`src/hsb2rgb_pkg.sv`:
```
// Shared constants and types of the HSB to RGB converter.
// Depends on nothing; used by the interfaces, the core and its checker.
`timescale 1ns / 1ps

package hsb2rgb_pkg;

  // Default fixed point formats: 2**DefColorBits means 1.0, hue carries
  // DefHueFracBits fraction bits.
  localparam int unsigned DefColorBits   = 12;
  localparam int unsigned DefHueFracBits = 6;

  localparam int unsigned StatusW = 2;

  typedef enum logic [StatusW-1:0] {
    ST_OK        = 2'd0,
    ST_ZERO_SAT  = 2'd1,
    ST_HUE_RANGE = 2'd2
  } status_e;

endpackage

```
`src/hsb2rgb_if.sv`:
```
// Request and response channel interfaces of the HSB to RGB converter.
// Depends on hsb2rgb_pkg for default widths.
`timescale 1ns / 1ps

interface hsb2rgb_req_if #(
  parameter int unsigned ColorBits   = hsb2rgb_pkg::DefColorBits,
  parameter int unsigned HueFracBits = hsb2rgb_pkg::DefHueFracBits
);
  logic                     valid;
  logic                     ready;
  logic [HueFracBits+8:0]   hue;
  logic                     hue_undefined;
  logic [ColorBits:0]       saturation;
  logic [ColorBits:0]       brightness;

  modport source (output valid, hue, hue_undefined, saturation, brightness, input ready);
  modport sink   (input valid, hue, hue_undefined, saturation, brightness, output ready);
endinterface

interface hsb2rgb_rsp_if #(
  parameter int unsigned ColorBits = hsb2rgb_pkg::DefColorBits
);
  logic                            valid;
  logic                            ready;
  logic [ColorBits:0]              red;
  logic [ColorBits:0]              green;
  logic [ColorBits:0]              blue;
  logic [hsb2rgb_pkg::StatusW-1:0] status;

  modport source (output valid, red, green, blue, status, input ready);
  modport sink   (input valid, red, green, blue, status, output ready);
endinterface

```
`src/hsb_to_rgb_converter_core.sv`:
```
// An accepted request passes stages 1 to 6 in turn; stage 6 is the output register.
// Throughput: one request per cycle unless the output stalls; six-stage pipeline with
// per-stage valid bits; a stalled output holds only full stages, bubbles fill up behind it.
// Reset (rst_ni low, asynchronous) clears the valid bits; data registers are not reset.
// Depends on hsb2rgb_pkg and the channel interfaces in hsb2rgb_if.sv.
`timescale 1ns / 1ps

module hsb_to_rgb_converter_core #(
  parameter int unsigned ColorBits   = hsb2rgb_pkg::DefColorBits,
  parameter int unsigned HueFracBits = hsb2rgb_pkg::DefHueFracBits
) (
  input  logic           clk_i,
  input  logic           rst_ni,
  hsb2rgb_req_if.sink    req_i,
  hsb2rgb_rsp_if.source  rsp_o
);
  import hsb2rgb_pkg::*;

  // Fixed point formats. One color unit is 2**ColorBits; hue is degrees with
  // HueFracBits fraction bits, so a sextant spans 60 * 2**HueFracBits codes.
  localparam int unsigned HueW   = HueFracBits + 9;
  localparam int unsigned ColW   = ColorBits + 1;
  localparam int unsigned SextD  = 60 << HueFracBits;
  localparam int unsigned RemW   = $clog2(SextD);
  localparam int unsigned NumStg = 6;

  localparam logic [ColW-1:0] One     = ColW'(1) << ColorBits;
  localparam logic [HueW-1:0] HueFull = HueW'(360 << HueFracBits);

  // The sextant fraction f = floor(rem * 2**ColorBits / SextD) is formed with a
  // reciprocal. With RecM = floor(2**(ColorBits+RemW) / SextD) the estimate
  // (rem * RecM) >> RemW is never high and at most one low, since rem < 2**RemW.
  // One compare against the exact remainder fixes it.
  localparam int unsigned  RecK   = ColorBits + RemW;
  localparam logic [63:0]  RecM64 = (64'd1 << RecK) / 64'(SextD);
  localparam logic [ColW-1:0] RecM = RecM64[ColW-1:0];
  localparam int unsigned  ProdW  = RemW + ColW;
  localparam int unsigned  NumW   = RemW + ColorBits;

  // Side information that travels with every item down the pipeline.
  typedef struct packed {
    logic [2:0] sext;
    status_e    status;
    logic       grey;
  } ctl_t;

  // Product of two values at most 1.0, rounded half up.
  function automatic logic [ColW-1:0] fx_mul(input logic [ColW-1:0] x,
                                             input logic [ColW-1:0] y);
    logic [2*ColW-1:0] prod;
    prod = (2*ColW)'(x) * (2*ColW)'(y) + ((2*ColW)'(1) << (ColorBits - 1));
    return prod[ColorBits +: ColW];
  endfunction

  // ---------------------------------------------------------------------------
  // Pipeline control. Stage k may load when it is empty or when its content moves
  // on; the chain starts at the output register and runs back to the request side.
  // ---------------------------------------------------------------------------
  logic [NumStg-1:0] vld_q;
  logic [NumStg-1:0] adv;

  always_comb begin
    adv[NumStg-1] = !vld_q[NumStg-1] || rsp_o.ready;
    for (int k = NumStg - 2; k >= 0; k--) begin
      adv[k] = !vld_q[k] || adv[k+1];
    end
  end

  always_ff @(posedge clk_i or negedge rst_ni) begin
    if (!rst_ni) begin
      vld_q <= '0;
    end else begin
      if (adv[0]) begin
        vld_q[0] <= req_i.valid;
      end
      for (int k = 1; k < NumStg; k++) begin
        if (adv[k]) begin
          vld_q[k] <= vld_q[k-1];
        end
      end
    end
  end

  assign req_i.ready = adv[0];
  assign rsp_o.valid = vld_q[NumStg-1];

  // ---------------------------------------------------------------------------
  // Stage 1: clamp saturation and brightness, sort out the special cases, fold a
  // hue of 360 degrees to 0 and split the hue into sextant and remainder by
  // comparing against the five sextant boundaries in parallel.
  // ---------------------------------------------------------------------------
  logic [ColW-1:0] s1_sat_d, s1_val_d;
  logic [HueW-1:0] s1_hwrap;
  logic [HueW-1:0] s1_base;
  ctl_t            s1_ctl_d;

  always_comb begin
    s1_sat_d = (req_i.saturation > One) ? One : req_i.saturation;
    s1_val_d = (req_i.brightness > One) ? One : req_i.brightness;
    s1_hwrap = (req_i.hue == HueFull) ? '0 : req_i.hue;

    s1_ctl_d.sext = '0;
    s1_base       = '0;
    for (int k = 1; k < 6; k++) begin
      if (s1_hwrap >= HueW'(k * SextD)) begin
        s1_ctl_d.sext = 3'(k);
        s1_base       = HueW'(k * SextD);
      end
    end

    // Zero saturation wins over the hue checks. An undefined hue is only valid
    // for grey; with any saturation it counts as out of range.
    s1_ctl_d.grey = 1'b0;
    if (req_i.saturation == '0) begin
      s1_ctl_d.status = req_i.hue_undefined ? ST_OK : ST_ZERO_SAT;
      s1_ctl_d.grey   = req_i.hue_undefined;
    end else if (req_i.hue_undefined || (req_i.hue > HueFull)) begin
      s1_ctl_d.status = ST_HUE_RANGE;
    end else begin
      s1_ctl_d.status = ST_OK;
    end
  end

  logic [ColW-1:0] s1_sat_q, s1_val_q;
  logic [RemW-1:0] s1_rem_q;
  ctl_t            s1_ctl_q;

  always_ff @(posedge clk_i) begin
    if (adv[0]) begin
      s1_sat_q <= s1_sat_d;
      s1_val_q <= s1_val_d;
      s1_rem_q <= RemW'(s1_hwrap - s1_base);
      s1_ctl_q <= s1_ctl_d;
    end
  end

  // ---------------------------------------------------------------------------
  // Stage 2: multiply the remainder by the reciprocal of the sextant width.
  // ---------------------------------------------------------------------------
  logic [ProdW-1:0] s2_prod_q;
  logic [RemW-1:0]  s2_rem_q;
  logic [ColW-1:0]  s2_sat_q, s2_val_q;
  ctl_t             s2_ctl_q;

  always_ff @(posedge clk_i) begin
    if (adv[1]) begin
      s2_prod_q <= ProdW'(s1_rem_q) * ProdW'(RecM);
      s2_rem_q  <= s1_rem_q;
      s2_sat_q  <= s1_sat_q;
      s2_val_q  <= s1_val_q;
      s2_ctl_q  <= s1_ctl_q;
    end
  end

  // ---------------------------------------------------------------------------
  // Stage 3: correct the fraction estimate. The sextant width is a constant, so
  // the back-multiplication is shifts and adds.
  // ---------------------------------------------------------------------------
  logic [ColorBits-1:0] s3_fest;
  logic [NumW-1:0]      s3_resid;
  logic                 s3_corr;

  always_comb begin
    s3_fest  = s2_prod_q[RemW +: ColorBits];
    s3_resid = {s2_rem_q, ColorBits'(0)} - NumW'(s3_fest) * NumW'(SextD);
    s3_corr  = s3_resid >= NumW'(SextD);
  end

  logic [ColorBits-1:0] s3_frac_q;
  logic [ColW-1:0]      s3_sat_q, s3_val_q;
  ctl_t                 s3_ctl_q;

  always_ff @(posedge clk_i) begin
    if (adv[2]) begin
      s3_frac_q <= s3_fest + ColorBits'(s3_corr);
      s3_sat_q  <= s2_sat_q;
      s3_val_q  <= s2_val_q;
      s3_ctl_q  <= s2_ctl_q;
    end
  end

  // ---------------------------------------------------------------------------
  // Stage 4: s*f, s*(1-f) and p = v*(1-s), three multipliers side by side.
  // ---------------------------------------------------------------------------
  logic [ColW-1:0] s4_sf_q, s4_sfc_q, s4_p_q, s4_val_q;
  ctl_t            s4_ctl_q;

  always_ff @(posedge clk_i) begin
    if (adv[3]) begin
      s4_sf_q  <= fx_mul(s3_sat_q, ColW'(s3_frac_q));
      s4_sfc_q <= fx_mul(s3_sat_q, One - ColW'(s3_frac_q));
      s4_p_q   <= fx_mul(s3_val_q, One - s3_sat_q);
      s4_val_q <= s3_val_q;
      s4_ctl_q <= s3_ctl_q;
    end
  end

  // ---------------------------------------------------------------------------
  // Stage 5: q = v*(1-s*f) and t = v*(1-s*(1-f)).
  // ---------------------------------------------------------------------------
  logic [ColW-1:0] s5_q_q, s5_t_q, s5_p_q, s5_val_q;
  ctl_t            s5_ctl_q;

  always_ff @(posedge clk_i) begin
    if (adv[4]) begin
      s5_q_q   <= fx_mul(s4_val_q, One - s4_sf_q);
      s5_t_q   <= fx_mul(s4_val_q, One - s4_sfc_q);
      s5_p_q   <= s4_p_q;
      s5_val_q <= s4_val_q;
      s5_ctl_q <= s4_ctl_q;
    end
  end

  // ---------------------------------------------------------------------------
  // Stage 6: route v, p, q and t to the channels by sextant, or substitute grey
  // or black for the special cases, into the output register.
  // ---------------------------------------------------------------------------
  logic [ColW-1:0] s6_red_d, s6_grn_d, s6_blu_d;

  always_comb begin
    if (s5_ctl_q.status != ST_OK) begin
      s6_red_d = '0;
      s6_grn_d = '0;
      s6_blu_d = '0;
    end else if (s5_ctl_q.grey) begin
      s6_red_d = s5_val_q;
      s6_grn_d = s5_val_q;
      s6_blu_d = s5_val_q;
    end else begin
      case (s5_ctl_q.sext)
        3'd0: begin
          s6_red_d = s5_val_q; s6_grn_d = s5_t_q;   s6_blu_d = s5_p_q;
        end
        3'd1: begin
          s6_red_d = s5_q_q;   s6_grn_d = s5_val_q; s6_blu_d = s5_p_q;
        end
        3'd2: begin
          s6_red_d = s5_p_q;   s6_grn_d = s5_val_q; s6_blu_d = s5_t_q;
        end
        3'd3: begin
          s6_red_d = s5_p_q;   s6_grn_d = s5_q_q;   s6_blu_d = s5_val_q;
        end
        3'd4: begin
          s6_red_d = s5_t_q;   s6_grn_d = s5_p_q;   s6_blu_d = s5_val_q;
        end
        default: begin
          s6_red_d = s5_val_q; s6_grn_d = s5_p_q;   s6_blu_d = s5_q_q;
        end
      endcase
    end
  end

  logic [ColW-1:0] s6_red_q, s6_grn_q, s6_blu_q;
  status_e         s6_status_q;

  always_ff @(posedge clk_i) begin
    if (adv[5]) begin
      s6_red_q    <= s6_red_d;
      s6_grn_q    <= s6_grn_d;
      s6_blu_q    <= s6_blu_d;
      s6_status_q <= s5_ctl_q.status;
    end
  end

  assign rsp_o.red    = s6_red_q;
  assign rsp_o.green  = s6_grn_q;
  assign rsp_o.blue   = s6_blu_q;
  assign rsp_o.status = s6_status_q;

endmodule

```
`src/flat_wrapper.sv`:
```
// flat-port wrapper written by rule: the top's interface ports become plain ports
module hsb_to_rgb_converter_core_flat import hsb2rgb_pkg::*;
#(
  parameter int unsigned ColorBits   = hsb2rgb_pkg::DefColorBits,
  parameter int unsigned HueFracBits = hsb2rgb_pkg::DefHueFracBits
)
  (clk_i, rst_ni, req_i_valid, req_i_hue, req_i_hue_undefined, req_i_saturation, req_i_brightness, req_i_ready, rsp_o_valid, rsp_o_red, rsp_o_green, rsp_o_blue, rsp_o_status, rsp_o_ready);
  hsb2rgb_req_if #(.ColorBits(ColorBits), .HueFracBits(HueFracBits)) req_i_i ();
  hsb2rgb_rsp_if #(.ColorBits(ColorBits)) rsp_o_i ();
  input  logic clk_i;
  input  logic rst_ni;
  input wire logic [$bits(req_i_i.valid)-1:0] req_i_valid;
  input wire logic [$bits(req_i_i.hue)-1:0] req_i_hue;
  input wire logic [$bits(req_i_i.hue_undefined)-1:0] req_i_hue_undefined;
  input wire logic [$bits(req_i_i.saturation)-1:0] req_i_saturation;
  input wire logic [$bits(req_i_i.brightness)-1:0] req_i_brightness;
  output wire logic [$bits(req_i_i.ready)-1:0] req_i_ready;
  output wire logic [$bits(rsp_o_i.valid)-1:0] rsp_o_valid;
  output wire logic [$bits(rsp_o_i.red)-1:0] rsp_o_red;
  output wire logic [$bits(rsp_o_i.green)-1:0] rsp_o_green;
  output wire logic [$bits(rsp_o_i.blue)-1:0] rsp_o_blue;
  output wire logic [$bits(rsp_o_i.status)-1:0] rsp_o_status;
  input wire logic [$bits(rsp_o_i.ready)-1:0] rsp_o_ready;
  assign req_i_i.valid = req_i_valid;
  assign req_i_i.hue = req_i_hue;
  assign req_i_i.hue_undefined = req_i_hue_undefined;
  assign req_i_i.saturation = req_i_saturation;
  assign req_i_i.brightness = req_i_brightness;
  assign req_i_ready = req_i_i.ready;
  assign rsp_o_valid = rsp_o_i.valid;
  assign rsp_o_red = rsp_o_i.red;
  assign rsp_o_green = rsp_o_i.green;
  assign rsp_o_blue = rsp_o_i.blue;
  assign rsp_o_status = rsp_o_i.status;
  assign rsp_o_i.ready = rsp_o_ready;
  hsb_to_rgb_converter_core #(.ColorBits(ColorBits), .HueFracBits(HueFracBits)) u_core (.clk_i(clk_i), .rst_ni(rst_ni), .req_i(req_i_i), .rsp_o(rsp_o_i));
endmodule
```
`config.mk`:
```
export PLATFORM = sky130hd
export DESIGN_NAME = hsb_to_rgb_converter_core_flat
export DESIGN_NICKNAME = d
export VERILOG_FILES = /design/src/hsb2rgb_pkg.sv /design/src/hsb2rgb_if.sv /design/src/hsb_to_rgb_converter_core.sv /design/src/flat_wrapper.sv
export SDC_FILE = /design/constraint.sdc
export NUM_CORES = 2
export LEC_CHECK = 0
export BUFFER_PORTS_ARGS = -buffer_cell sky130_fd_sc_hd__buf_2
export CORE_UTILIZATION = 60
export DETAILED_ROUTE_END_ITERATION = 8
export PLACE_DENSITY = 0.91
export SYNTH_ARGS = -nofsm -noshare
export SYNTH_HDL_FRONTEND = slang
export SYNTH_SLANG_ARGS = --single-unit
```
`constraint.sdc`:
```
create_clock -name clk_i -period 6.49 [get_ports clk_i]
set_input_delay 1.298 -clock clk_i [delete_from_list [all_inputs] [get_ports clk_i]]
set_output_delay 1.298 -clock clk_i [all_outputs]
set_load 0.1 [all_outputs]
```
==> metrics.md <==
| Metric | Value |
|---|---|
| Post-synth EDFFs | `301` |
| Core outline area | `0.0673 sq mm` |
| HPWL Detailed | `76800 microns` |
| Initial antenna violation count | `16` |
| FF-to-FF path depth | `26` |
| CTS tree | `yes` |
| Non-Filler Instances | `5355` |
| CP Data Required Time | `6.84 ns` |
| Clk pin slew, worst setup/hold paths | `0.07 ns` |
| Starting Density | `0.608` |
| Hold_buf cts | `0` |
| Final worst slack | `-1.55 ns` |
| Via count | `35935` |
| Ys Warns | `0` |
| Net Count, Synth | `5311` |
| Hold Crit Class | `flip-flop to flip-flop` |
| RSZ-0062 raised after global routing | `true` |
| Register area | `0.00919 sq mm` |
| Worst-Margin Slew | `1.48 ns` |
| Hold path depth | `0` |
| Max cap viols | `1` |
| CTS buffer count | `34` |
| Vias per inst | `6.71` |
| Residual DRC | `219` |
| Clock Sinks | `307` |
| Violated checks | `DRC, capacitance limit, setup timing` |
| Worst r2r dst | `u_core.s5_q_q[12]` |
| Total Wirelength | `147000 microns` |
| Pin count of the biggest net entering global routing | `68` |
| Post-synth top area cell | `fa_1` |
| Tmin final | `8.04 ns` |
| I/O pin count | `89` |
| Gpl congestion | `0.921` |
| CTS root buffer | `clkbuf_16` |
| Dpl ws | `-0.641 ns` |
| Synthesized flop and latch total | `307` |
| Status | `finished, violations left` |
| Post-Syn Instances | `4169` |
| Final Hold Viols | `0` |
| Iter 0 DRT Violations | `5960` |
| IO Port Bufs | `88` |
| Clk_skew | `0.0357 ns` |
| Sequential area share after synthesis | `0.224` |
| Worst r2r src | `u_core.s4_sf_q[0]` |
| H-Tree Depth | `2` |
| Die width | `263 microns` |
| Cell Rows | `95` |
| Multi-input combinational cell area | `0.0297 sq mm` |
| Drt wl/cell | `27.5 microns` |
| Yosys cell types | `70` |
| Slew Limit Fails | `0` |
| Main synth FF type | `edfxtp_1` |
| Nets | `5591` |
| Mean Syn Cell Area | `9.82 sq um` |
| Period utilization | `1.24` |
| Hold EP | `u_core.s2_sat_q[2]` |
| Vias in the first global route | `35526` |
| Pre-Repair DR Iteration Count | `9` |
| Critical path class | `flip-flop to flip-flop` |
| Worst hold start | `u_core.s1_sat_q[2]` |
| Buffer depth of the longest clock path | `3` |
| Number of setup violations in the final report | `57` |
| Inst Count DP | `5193` |
| Area contributors post-synth | `fa_1, edfxtp_1, ha_1` |
| Worst setup EP type | `flip-flop` |
| Area of the mapped netlist | `0.0409 sq mm` |
| Synth top area share | `0.302` |
| Fmax | `124 MHz` |
| Commonest non-fill, non-tap cell in the layout | `inv_1` |
| Worst Setup Start Kind | `flip-flop` |
| Share of post-route cells with drive strength above 1 | `0.181` |
| Worst Path Arrival | `8.39 ns` |
| R2r setup slk | `-1.55 ns` |
| Fillers | `3710` |
| Worst-skew pair later-pin latency | `0.63 ns` |
| Max_slew headroom | `0.00838` |
| First-pass GRT wire length | `184000 microns` |
| Overflow after GRT | `0` |
| DIE AREA | `0.0693 sq mm` |
| Layout area overhead | `16.2%` |
| DRT antenna net count | `0` |
| CP Max Fanout | `13` |
| Die height | `263 microns` |
| Async S/R FF share, synth | `0.0195` |
| Total Routing Usage GR | `0.340` |
| Most frequent cells in the layout | `inv_1, fa_1, nand2_1` |
## through the flow
stage	TNS, ns	util	instance area, sq um	hold slack (ns)
6_report	-38.23	0.707	47600	0.415
5_1_grt	-43.18	0.707	47600	0.423
4_1_cts	-1.92	0.686	46100	0.411
3_5_place_dp	-10.93	0.653	43900	0.405
3_3_place_gp	-2.53	0.653	43900	0.400
2_1_floorplan	-0.994	-	41200	0.400
## synthesized netlist by cell type, drive strengths merged (4+ instances only)
cell type  count
a211oi        30
a21boi         6
a21o          17
a21oi        135
a221oi        14
and2         270
and3          14
buf           11
clkbuf       183
dfrtp          6
edfxtp       301
fa           618
ha           478
inv          815
mux2          13
mux2i         16
nand2        617
nand2b        26
nand3         26
nand4         16
nor2         134
nor2b         40
nor3          44
nor4          14
o21a          17
o21ai         73
o21bai         8
o41ai          4
or3           13
xnor2        105
xor2          48
## routing by layer
layer,track usage,part of all wire
met5,0,0.0033
met4,0.224,0.12
met3,0.107,0.17
met2,0.567,0.42
met1,0.373,0.29
## critical path, stage by stage, from the launching register on
cell	delay (ns)
edfxtp_1	0.48
buf_4	0.19
buf_4	0.18
nor3_1	0.27
xnor2_1	0.31
buf_4	0.25
nand2_1	0.08
fa_1	0.50
inv_1	0.07
fa_1	0.66
fa_1	0.87
inv_1	0.29
fa_1	0.61
fa_1	0.56
inv_1	0.06
ha_1	0.27
ha_1	0.32
inv_1	0.09
buf_4	0.15
a21o_1	0.18
nor2_2	0.17
a21boi_4	0.09
a311oi_2	0.38
a211oi_2	0.16
o21bai_1	0.30
a21oi_1	0.15
xnor2_1	0.14
## kinds of logic (layout without fill, tap and decap cells)
logic type | after synthesis | in the layout | share of synthesized area
compound gates | 342 | 342 | 0.0521
mux | 29 | 29 | 0.00749
simple gates | 1233 | 1233 | 0.142
other cells | 0 | 8 | 0
fa+ha+maj | 1096 | 1096 | 0.448
flops | 307 | 307 | 0.224
xor+xnor | 153 | 153 | 0.0327
buf+inv | 1009 | 1314 | 0.0927
## cell type report
class | instances | area share
diodes | 8 | 0.000421
clock buffers | 41 | 0.0193
well taps | 873 | 0.0230
flip-flops and latches | 307 | 0.193
repair buffers | 438 | 0.0700
inverters | 815 | 0.0645
multi-input cells | 2853 | 0.625
clock inverters | 20 | 0.00471
## sequential cells by signal, summed over array words and instances, names as in the netlist, 12 cells and up
name                cells
u_core.s4_sfc_q        13
u_core.rsp_o.blue      13
u_core.s3_val_q        13
u_core.s1_sat_q        13
u_core.s5_p_q          13
u_core.s4_sf_q         13
u_core.rsp_o.red       13
u_core.s5_q_q          13
u_core.s4_val_q        13
u_core.s2_rem_q        12
u_core.s3_sat_q        13
u_core.s5_t_q          13
u_core.s3_frac_q       12
u_core.s1_rem_q        12
u_core.s1_val_q        13
u_core.rsp_o.green     13
u_core.s2_prod_q       12
u_core.s5_val_q        13
u_core.s4_p_q          13
u_core.s2_val_q        13
u_core.s2_sat_q        13
## worst max-delay path by stage
stage | startpoint | to | slack, ns | depth (start not counted)
detailed placement | u_core.s4_sf_q[4] | u_core.s5_q_q[11] | -0.64 | 23
CTS | u_core.s3_frac_q[2] | u_core.s4_sfc_q[12] | -0.27 | 25
global route | u_core.s4_sf_q[0] | u_core.s5_q_q[12] | -1.56 | 26
floorplan | u_core.s4_sf_q[2] | u_core.s5_q_q[12] | -0.35 | 27
finish | u_core.s4_sf_q[0] | u_core.s5_q_q[12] | -1.55 | 26
global placement | u_core.s4_sf_q[4] | u_core.s5_q_q[12] | -0.37 | 26
## what timing repair did
| action | 4_1_cts | 5_1_grt |
|---|---|---|
| buffers inserted | 47 | 55 |
| cloned | 1 | 0 |
| gates resized for setup | 152 | 234 |
| hold endpoints to repair | 0 | 0 |
| endpoints found under the setup margin | 48 | 65 |
| pin swaps | 82 | 124 |
Power is left out: the tool's default activity adds up to more than one toggle a clock period on the data nets, which glitch-free logic cannot reach.
